<file path="config.mk">
export PLATFORM = sky130hd
export DESIGN_NAME = group_by_key_average
export DESIGN_NICKNAME = d
export VERILOG_FILES = /design/src/hdl/gbka_pkg.sv /design/src/hdl/group_by_key_average.sv
export SDC_FILE = /design/constraint.sdc
export NUM_CORES = 2
export LEC_CHECK = 0
export BUFFER_PORTS_ARGS = -buffer_cell sky130_fd_sc_hd__buf_4
export CAP_MARGIN = 20
export CORE_ASPECT_RATIO = 2
export CORE_MARGIN = 4
export CORE_UTILIZATION = 40
export DETAILED_ROUTE_END_ITERATION = 10
export REMOVE_ABC_BUFFERS = 1
export SLEW_MARGIN = 20
export SYNTH_ARGS = -nofsm -noshare
export SYNTH_HDL_FRONTEND = slang
export SYNTH_SLANG_ARGS = --single-unit
</file>
<file path="constraint.sdc">
create_clock -name aclk -period 15.3 [get_ports aclk]
set_input_delay 2.295 -clock aclk [delete_from_list [all_inputs] [get_ports aclk]]
set_output_delay 2.295 -clock aclk [all_outputs]
set_load 0.005 [all_outputs]
</file>
<file path="src/hdl/gbka_pkg.sv">
`timescale 1ns / 1ps
// ----------------------------------------------------------------------------
// gbka_pkg
// Shared types and constants for the group-by-key average block.
// ----------------------------------------------------------------------------
package gbka_pkg;
    localparam int ENTRIES = 32;
    localparam int IDX_W   = $clog2(ENTRIES);
    localparam int FILL_W  = $clog2(ENTRIES + 1);
    localparam int SUM_W   = 48;
    localparam int CNT_W   = 16;
    localparam int DIV_W   = 32;
    localparam int DCNT_W  = $clog2(DIV_W + 1);

    typedef enum logic [2:0] {
        ST_ADDED  = 3'd0,
        ST_FULL   = 3'd1,
        ST_SAT    = 3'd2,
        ST_AVG    = 3'd3,
        ST_NODATA = 3'd4
    } status_t;

    typedef enum logic [2:0] {
        S_IDLE,
        S_READ,
        S_CHECK,
        S_DIV,
        S_OUT,
        S_DONE
    } fsm_t;

    localparam logic OP_ADD    = 1'b0;
    localparam logic OP_REPORT = 1'b1;
endpackage

</file>
<file path="src/hdl/group_by_key_average.sv">
`timescale 1ns / 1ps
// ----------------------------------------------------------------------------
// group_by_key_average
// Per tag and key running sum and count table with averaged reports.
// ----------------------------------------------------------------------------
// Channel | Direction | Ports
// s_      | in        | s_valid s_ready s_operation s_tag_id s_num_key s_sample_time
// m_      | out       | m_valid m_ready m_status m_key_out m_avg_time m_last
//
// One word at a time. A sample scans the table from a table memory with one
// read port and one write port. Each entry passes through a read state and a
// compare state. A report scans the same way. It runs a 48-step restoring
// divider for each matching group. Each average waits until the next match or
// the end of the scan sets its last flag. A full output register stalls the
// scan at the next word. Reset clears the fill count and the control state.
// The table contents need no reset.
// ----------------------------------------------------------------------------
module group_by_key_average (
    input  logic        aclk,
    input  logic        aresetn,
    input  logic        s_valid,
    output logic        s_ready,
    input  logic        s_operation,
    input  logic [7:0]  s_tag_id,
    input  logic [31:0] s_num_key,
    input  logic [31:0] s_sample_time,
    output logic        m_valid,
    input  logic        m_ready,
    output logic [2:0]  m_status,
    output logic [31:0] m_key_out,
    output logic [31:0] m_avg_time,
    output logic        m_last
);
    localparam int IW = gbka_pkg::IDX_W;
    localparam int FW = gbka_pkg::FILL_W;
    localparam int SW = gbka_pkg::SUM_W;
    localparam int CW = gbka_pkg::CNT_W;
    localparam int DW = gbka_pkg::DIV_W;
    localparam int KW = gbka_pkg::DCNT_W;
    localparam int EW = 8 + 32 + SW + CW;

    logic [EW-1:0] mem [gbka_pkg::ENTRIES];
    logic [EW-1:0] rd_data;
    logic          wr_en;
    logic [IW-1:0] wr_addr, rd_addr;
    logic [EW-1:0] wr_data;

    always_ff @(posedge aclk) begin
        if (wr_en) begin
            mem[wr_addr] <= wr_data;
        end
        rd_data <= mem[rd_addr];
    end

    gbka_pkg::fsm_t state_reg, state_next;
    logic [FW-1:0] fill_reg, fill_next;
    logic [FW-1:0] idx_reg, idx_next;
    logic          op_reg, op_next;
    logic [7:0]    tag_reg, tag_next;
    logic [31:0]   key_reg, key_next;
    logic [31:0]   time_reg, time_next;
    logic          found_reg, found_next;
    logic [SW-1:0] rem_reg, rem_next;
    logic [DW-1:0] quo_reg, quo_next;
    logic [SW-1:0] num_reg, num_next;
    logic [CW-1:0] den_reg, den_next;
    logic [KW-1:0] dcnt_reg, dcnt_next;
    logic [31:0]   gkey_reg, gkey_next;
    logic          mv_reg, mv_next;
    logic [2:0]    ms_reg, ms_next;
    logic [31:0]   mk_reg, mk_next;
    logic [31:0]   ma_reg, ma_next;
    logic          ml_reg, ml_next;

    logic [7:0]    e_tag;
    logic [31:0]   e_key;
    logic [SW-1:0] e_sum;
    logic [CW-1:0] e_cnt;
    logic          out_free;
    logic [SW:0]   trial;
    logic [SW-1:0] shifted;
    logic          next_more;

    assign {e_tag, e_key, e_sum, e_cnt} = rd_data;
    assign out_free  = !mv_reg || m_ready;
    assign s_ready   = (state_reg == gbka_pkg::S_IDLE);
    assign next_more = (idx_reg + FW'(1)) < fill_reg;
    assign shifted   = {rem_reg[SW-2:0], num_reg[SW-1]};
    assign trial     = {1'b0, shifted} - {{(SW - CW + 1){1'b0}}, den_reg};

    assign m_valid    = mv_reg;
    assign m_status   = ms_reg;
    assign m_key_out  = mk_reg;
    assign m_avg_time = ma_reg;
    assign m_last     = ml_reg;

    always_ff @(posedge aclk) begin
        if (!aresetn) begin
            state_reg <= gbka_pkg::S_IDLE;
            fill_reg  <= '0;
            mv_reg    <= 1'b0;
        end else begin
            state_reg <= state_next;
            fill_reg  <= fill_next;
            mv_reg    <= mv_next;
        end
        idx_reg   <= idx_next;
        op_reg    <= op_next;
        tag_reg   <= tag_next;
        key_reg   <= key_next;
        time_reg  <= time_next;
        found_reg <= found_next;
        rem_reg   <= rem_next;
        quo_reg   <= quo_next;
        num_reg   <= num_next;
        den_reg   <= den_next;
        dcnt_reg  <= dcnt_next;
        gkey_reg  <= gkey_next;
        ms_reg    <= ms_next;
        mk_reg    <= mk_next;
        ma_reg    <= ma_next;
        ml_reg    <= ml_next;
    end

    always_comb begin
        state_next = state_reg;
        fill_next  = fill_reg;
        idx_next   = idx_reg;
        op_next    = op_reg;
        tag_next   = tag_reg;
        key_next   = key_reg;
        time_next  = time_reg;
        found_next = found_reg;
        rem_next   = rem_reg;
        quo_next   = quo_reg;
        num_next   = num_reg;
        den_next   = den_reg;
        dcnt_next  = dcnt_reg;
        gkey_next  = gkey_reg;
        mv_next    = mv_reg && !m_ready;
        ms_next    = ms_reg;
        mk_next    = mk_reg;
        ma_next    = ma_reg;
        ml_next    = ml_reg;
        wr_en      = 1'b0;
        wr_addr    = idx_reg[IW-1:0];
        wr_data    = rd_data;
        rd_addr    = idx_reg[IW-1:0];

        unique case (state_reg)
            gbka_pkg::S_IDLE: begin
                if (s_valid) begin
                    op_next    = s_operation;
                    tag_next   = s_tag_id;
                    key_next   = s_num_key;
                    time_next  = s_sample_time;
                    idx_next   = '0;
                    found_next = 1'b0;
                    state_next = (fill_reg == '0) ? gbka_pkg::S_DONE : gbka_pkg::S_READ;
                end
            end
            gbka_pkg::S_READ: begin
                state_next = gbka_pkg::S_CHECK;
            end
            gbka_pkg::S_CHECK: begin
                if (op_reg == gbka_pkg::OP_ADD) begin
                    if (e_tag == tag_reg && e_key == key_reg) begin
                        if (out_free) begin
                            mv_next = 1'b1;
                            mk_next = '0;
                            ma_next = '0;
                            ml_next = 1'b1;
                            if (e_cnt == '1) begin
                                ms_next = gbka_pkg::ST_SAT;
                            end else begin
                                ms_next = gbka_pkg::ST_ADDED;
                                wr_en   = 1'b1;
                                wr_data = {e_tag, e_key, e_sum + SW'(time_reg),
                                           e_cnt + CW'(1)};
                            end
                            state_next = gbka_pkg::S_IDLE;
                        end
                    end else if (next_more) begin
                        idx_next   = idx_reg + FW'(1);
                        state_next = gbka_pkg::S_READ;
                    end else begin
                        idx_next   = fill_reg;
                        state_next = gbka_pkg::S_DONE;
                    end
                end else begin
                    if (e_tag == tag_reg) begin
                        // earlier average goes out now, it is not the last
                        if (!found_reg || out_free) begin
                            if (found_reg) begin
                                mv_next = 1'b1;
                                ms_next = gbka_pkg::ST_AVG;
                                mk_next = gkey_reg;
                                ma_next = quo_reg;
                                ml_next = 1'b0;
                            end
                            found_next = 1'b1;
                            gkey_next  = e_key;
                            num_next   = e_sum;
                            den_next   = e_cnt;
                            rem_next   = '0;
                            quo_next   = '0;
                            dcnt_next  = KW'(SW);
                            state_next = gbka_pkg::S_DIV;
                        end
                    end else if (next_more) begin
                        idx_next   = idx_reg + FW'(1);
                        state_next = gbka_pkg::S_READ;
                    end else begin
                        state_next = gbka_pkg::S_DONE;
                    end
                end
            end
            gbka_pkg::S_DIV: begin
                num_next  = {num_reg[SW-2:0], 1'b0};
                dcnt_next = dcnt_reg - KW'(1);
                if (!trial[SW]) begin
                    rem_next = trial[SW-1:0];
                    quo_next = {quo_reg[DW-2:0], 1'b1};
                end else begin
                    rem_next = shifted;
                    quo_next = {quo_reg[DW-2:0], 1'b0};
                end
                if (dcnt_reg == KW'(1)) begin
                    state_next = gbka_pkg::S_OUT;
                end
            end
            gbka_pkg::S_OUT: begin
                if (next_more) begin
                    idx_next   = idx_reg + FW'(1);
                    state_next = gbka_pkg::S_READ;
                end else begin
                    idx_next   = fill_reg;
                    state_next = gbka_pkg::S_DONE;
                end
            end
            gbka_pkg::S_DONE: begin
                if (out_free) begin
                    mv_next    = 1'b1;
                    mk_next    = '0;
                    ma_next    = '0;
                    ml_next    = 1'b1;
                    state_next = gbka_pkg::S_IDLE;
                    if (op_reg == gbka_pkg::OP_REPORT) begin
                        if (found_reg) begin
                            ms_next = gbka_pkg::ST_AVG;
                            mk_next = gkey_reg;
                            ma_next = quo_reg;
                        end else begin
                            ms_next = gbka_pkg::ST_NODATA;
                        end
                    end else if (fill_reg >= FW'(gbka_pkg::ENTRIES)) begin
                        ms_next = gbka_pkg::ST_FULL;
                    end else begin
                        ms_next   = gbka_pkg::ST_ADDED;
                        wr_en     = 1'b1;
                        wr_addr   = fill_reg[IW-1:0];
                        wr_data   = {tag_reg, key_reg, SW'(time_reg), CW'(1)};
                        fill_next = fill_reg + FW'(1);
                    end
                end
            end
            default: state_next = gbka_pkg::S_IDLE;
        endcase
    end

    assert property (@(posedge aclk) disable iff (!aresetn)
        fill_reg <= FW'(gbka_pkg::ENTRIES))
        else $error("fill count beyond table size");
    assert property (@(posedge aclk) disable iff (!aresetn)
        (state_reg == gbka_pkg::S_DIV && dcnt_reg == KW'(1)) |=> state_reg == gbka_pkg::S_OUT)
        else $error("divider did not finish");
    assert property (@(posedge aclk) disable iff (!aresetn)
        wr_en |-> (state_reg == gbka_pkg::S_CHECK || state_reg == gbka_pkg::S_DONE))
        else $error("table write outside update");
    assert property (@(posedge aclk) disable iff (!aresetn)
        (m_valid && !m_ready) |=>
            (m_valid && $stable({m_status, m_key_out, m_avg_time, m_last})))
        else $error("result word changed while waiting");
endmodule
</file>
After elaboration in Yosys (flattened, before gate mapping):

Memories as Yosys holds them, arrays and structs flattened. A register that Yosys moved wholly into a read port is not among the register bits.
Cells that the tools add are included.
Widths: inputs -> output; s select.

* reduce and logical (&&, ||, !) cells: 22
* equal/unequal tests: 24
* magnitude comparators: 2
* bitwise operators: 2
* $add $sub $neg: 6
* mux-type cells: 106

Operators with widths (count)
* $mux 32: 19
* $mux 104: 3
* $mux 64: 4
* $pmux 104 s2: 1
* $pmux 32 s2: 3
* $mux 47: 4
* $mux 48: 3
* $pmux 48 s2: 1
* $pmux 47 s2: 1
* $mux 3: 18
* $mux 6: 9
* $sub 48x16->49: 1
* $add 48x32->48: 1
* $eq 32x32->1: 1
* $mux 1: 27
* $ne 3x3->1 const B: 8
* $mux 5: 4
* $pmux 3 s6: 1
* $pmux 6 s3: 1
* $add 16x1->16 const B: 1
* $eq 16x16->1 const B: 1
* $reduce_and 5->1: 3
* $add 6x1->6 const B: 2
* $ne 2x2->1 const B: 6
* other kinds (25): 39

* RAM bits: 3328
* input bits: 77
* output and inout bits: 70
* logic and storage cells: 182
* bits in registers: 339
* memories: 1

Memory list
* mem: words 32, width 104, read ports 1, clocked after Yosys merged registers in 1, wr ports 1, line group_by_key_average.sv:42 `logic [EW-1:0] mem [gbka_pkg::ENTRIES];`

Depth between registers and ports, before layout:

* depth in word-level cells: 8
* gate-level depth with buffers: 13
* mapped depth without buffers: 11

Least setup slack after synthesis:

Ideal clock, no wire load.

* kind: input port to flip-flop
* from: input port m_ready
* to: memory mem[24][0] (netlist bit), enable pin
* arrival time: 13.128 ns
* setup time: 0.821 ns
* stages: 5
* slack: 1.350 ns
* path through: nand2b_1 -> nand3b_1 -> nor3_2 -> nor2_1 -> nor4_1

* longest elaborated chain between the ends: 7
* elaborated cells on any way between the ends: 10
* classes of those cells: 9 x mux; 1 x reduce/logical

RTL lines
* start, declared: line group_by_key_average.sv:28 `input logic m_ready,`
* $logic_or 1x1->1 (*): line group_by_key_average.sv:85 `assign out_free = !mv_reg || m_ready;`
* $mux 1: line group_by_key_average.sv:168 `if (out_free) begin`
* $mux 1: line group_by_key_average.sv:167 `if (e_tag == tag_reg && e_key == key_reg) begin`
* $mux 1: line group_by_key_average.sv:166 `if (op_reg == gbka_pkg::OP_ADD) begin`
* $pmux 1 s2: line group_by_key_average.sv:150 `unique case (state_reg)`
* $mux 1: line group_by_key_average.sv:49 `if (wr_en) begin`
* $mux 1 (implied by the code): line group_by_key_average.sv:50 `mem[wr_addr] <= wr_data;`
* end, declared: line group_by_key_average.sv:42

Every way passes the cells marked *; elsewhere a longest branch is shown, timed or not.

Worst setup path in the final report:

* from: input port m_ready
* to: memory mem[12][31] (netlist bit), enable pin

Same word-level chain as after synthesis.

==> run summary <==
FLOORPLANNING
-------------------------------------------------------------------------------------
Die Height                                                                     864 µm
Initial core utilization                                                        40.1%
Horizontal die dimension                                                       436 µm
Area inside the core boundary                                              365000 µm²
Core Rows                                                                         314
I/O pin count                                                                     147
Total die area                                                             376000 µm²

DRT
-------------------------------------------------------------------------------------
Average via count per standard cell                                              5.81
Via count                                                                       71100
Number of optimization iterations in the first detailed-route pass                  6
Antenna violation net count after detailed routing                                  0
Average detailed-routed wire length per instance                              32.4 µm
Number of remaining DRC errors                                                      0
WL final                                                                    396000 µm
Starting DRT DRC Count                                                           7181

CLOCK TREE
-------------------------------------------------------------------------------------
Post-cts hold buffer count                                                          0
Clock-pin slew of the registers on the worst-case setup and hold paths        0.07 ns
Clock latency of the later-clocked register in the worst-skew pair            0.91 ns
Number of clock buffers inserted by TritonCTS                                     323
Gates resized, CTS repair                                                           0
Setup Buffers After CTS                                                             0
CTS sink count                                                                   3771
Root buf cell                                                               clkbuf_16
Number of buffers between clock root and the deepest sink                           4
TritonCTS clock tree                                                             done
Number of H-tree branching levels                                                   5

PWR
-------------------------------------------------------------------------------------
Overall power of the completed layout                                        31000 µW
Worst voltage drop across the vdd grid                                       0.202 mV
Leak                                                                        0.0520 µW
Power density cells                                                        187 nW/µm²

YOSYS
-------------------------------------------------------------------------------------
Main synth FF type                                                           edfxtp_1
Fraction of registers with async set/reset                                         0%
Cell count after synthesis                                                       6870
Leading cell types by total area after synthesis                         edfxtp_1, mux4_2, nand2_1, dfxtp_1, clkbuf_1
Area of the mapped netlist                                                 146000 µm²
Flip-flop and latch count after synthesis                                        3771
Mean instance size in the synthesized netlist                                21.3 µm²
Count of distinct cell types in the synthesized netlist                            81
Largest area contributor in the netlist                                      edfxtp_1
Sequential share of the synthesized area                                        76.6%
Synth warn                                                                          0
Share of the synthesized area in the top cell type                              75.0%
Number of enable-type register cells in the synthesized netlist                  3657

GLOBAL ROUTE
-------------------------------------------------------------------------------------
Wire length of the first global-routing pass                                562000 µm
GRT Total Usage                                                                 20.8%
Initial antenna violation count                                                    18
Vias in the first global route                                                  74700
Gr ovfl total                                                                       0
Pin count of the biggest net entering global routing                              139

CRITICAL PATH
-------------------------------------------------------------------------------------
Worst Path Arrival                                                            6.83 ns
Required time of the critical path                                           15.80 ns
Startpoint class of the critical path                                      input port
CP Capture Type                                                                  flop
Cell occurring most often along the worst timing path                           buf_4
CP max stage cell                                                              nor2_4
Setup CP Type                                                               in -> reg
Critical-path maximum fanout                                                       46
Stage delay of the slowest cell on the critical path                          0.84 ns
Crit path cell chain                                                     buf_4, nor2b_1, nor3_1, nand2_4, nor3_1, a31oi_1, or2_2, nor2_4, buf_4, buf_4

TIMING
-------------------------------------------------------------------------------------
Worst slew pin tran                                                           1.19 ns
Total Neg Setup Slack                                                            0 ns
Slew Viols, Final                                                                   0
RSZ-0062 raised after global routing                                               no
Final hold vios                                                                     0
Total of endpoints with negative setup slack in the final report                    0
Fraction of the cycle the final worst path needs                                41.4%
Achievable clock frequency                                                  0.158 GHz
Final setup skew                                                            0.0667 ns
Min cycle time layout                                                         6.34 ns
Slew Limit Headroom                                                             20.6%

LAYOUT
-------------------------------------------------------------------------------------
Post-layout util                                                                45.3%
Max FFs per register                                                             3328
Post-route design area                                                     165000 µm²
Number of nets at the end of the flow                                            7370
Layout overhead on the synthesized area                                         13.0%
Final Instance Count excl. Fillers                                              12200
Share of final-layout standard cells stronger than drive strength 1             27.1%

FLOW RUN
-------------------------------------------------------------------------------------
Number of violations of the max-capacitance limit                                   0

PLACED DESIGN
-------------------------------------------------------------------------------------
Final HPWL from detailed placement                                          221000 µm
Buffers on Ports                                                                  146
Number of cells after detailed placement                                        11600
Routability congestion estimate                                                 0.829
Post-Place Cell Area                                                       155000 µm²

OUTCOME
-------------------------------------------------------------------------------------
Result of the run                                                        complete, no violations

WORST HOLD PATH
-------------------------------------------------------------------------------------
HP Class                                                                   reg -> reg

## where the power goes
group          total [µW]  switching (µW)  internal (µW)
Combinational        8890            5400           3500
Sequential          13700             390          13300
Clock                8400            3750           4650
## cell usage in the layout, fill, tap and decap left out, types with 17 or more instances in the layout
master / synthesis / layout
edfxtp_1: 3657 / 3657
mux4_2: 1040 / 1040
nand2_1: 671 / 662
buf_4: 1 / 350
clkbuf_16: 0 / 335
dfxtp_1: 114 / 114
and2_1: 104 / 103
nor2_1: 117 / 85
a21oi_1: 75 / 74
clkinv_2: 0 / 61
xnor2_1: 60 / 59
ha_1: 59 / 59
o21ai_0: 83 / 56
clkbuf_1: 216 / 56
inv_1: 54 / 54
clkinv_1: 1 / 44
nand3_1: 33 / 33
nor3_1: 34 / 32
nor2_4: 0 / 32
xor2_1: 31 / 31
bufinv_16: 0 / 30
nand4_1: 27 / 27
a22oi_1: 27 / 26
o211ai_1: 24 / 24
or3_1: 24 / 23
a21o_1: 22 / 22
clkbuf_8: 0 / 22
o21ai_1: 11 / 21
mux2i_1: 26 / 17
## cells in the mapped netlist (17+ instances only)
master / instances
nor4_1: 24
nand3_1: 33
nand2_1: 671
xnor2_1: 60
nor2_1: 117
mux2i_1: 26
nor3_1: 34
a21oi_1: 75
buf_2: 47
edfxtp_1: 3657
o31ai_1: 24
dfxtp_1: 114
inv_1: 54
clkbuf_1: 216
a21o_1: 22
ha_1: 59
o21ai_0: 83
mux4_2: 1040
nand4_1: 27
buf_1: 71
and2_1: 104
or3_1: 24
xor2_1: 31
a22oi_1: 27
o211ai_1: 24
o21a_1: 17
## worst paths after layout
kind / start / endpoint / slack, ns / cells past startpoint
max: m_ready / mem[12][31] / 8.96 / 10
max reg2reg: rd_data[83] / mem[5][14] / 9.33 / 10
min: rd_data[90] / gkey_reg[26] / 0.48 / 0
min reg2reg: rd_data[90] / gkey_reg[26] / 0.48 / 0
## logic make-up after synthesis
kind of cell,Yosys count,synth area share (%)
flops,3771,76.6
simple gates,1123,3.47
mux,1067,16.2
compound gates,364,1.64
buf+inv,393,1.06
fa+ha+maj,61,0.532
xor+xnor,91,0.544
## through the flow
stage	hold slack, ns	worst slack [ns]
final	0.480	8.96
after global routing	0.497	8.84
after CTS	0.470	9.01
after detailed placement	0.467	8.04
after global placement	0.463	8.04
after floorplan	0.440	-28.05
## layer usage
layer  vias to the layer above  GRT usage, %  part of all wire (%)
li1                      29100             -                     -
met1                     38600          24.8                    36
met2                      2656          38.6                    55
met3                       694          2.82                   5.8
met4                         6          6.80                   3.5
met5                         -             0                 0.010
## area by class of cell
| cell class | instances | area (µm²) |
|---|---|---|
| inverter | 56 | 218 |
| timing repair buffer | 374 | 3060 |
| multi-input combinational | 2706 | 33500 |
| antenna | 4 | 10.0 |
| sequential | 3771 | 112000 |
| fill | 30100 | 200000 |
| tap | 4740 | 5930 |
| clock buffer | 413 | 8900 |
| clock inverter | 174 | 1730 |
## critical path: cells and delay by family
| family | cells | cell delay (ns) |
|---|---|---|
| buffers and inverters | 3 | 1.59 |
| AND/OR/NAND/NOR | 6 | 2.68 |
| AO/OA/AOI/OAI | 1 | 0.12 |
No activity file was read; power rests on OpenSTA's default activity.
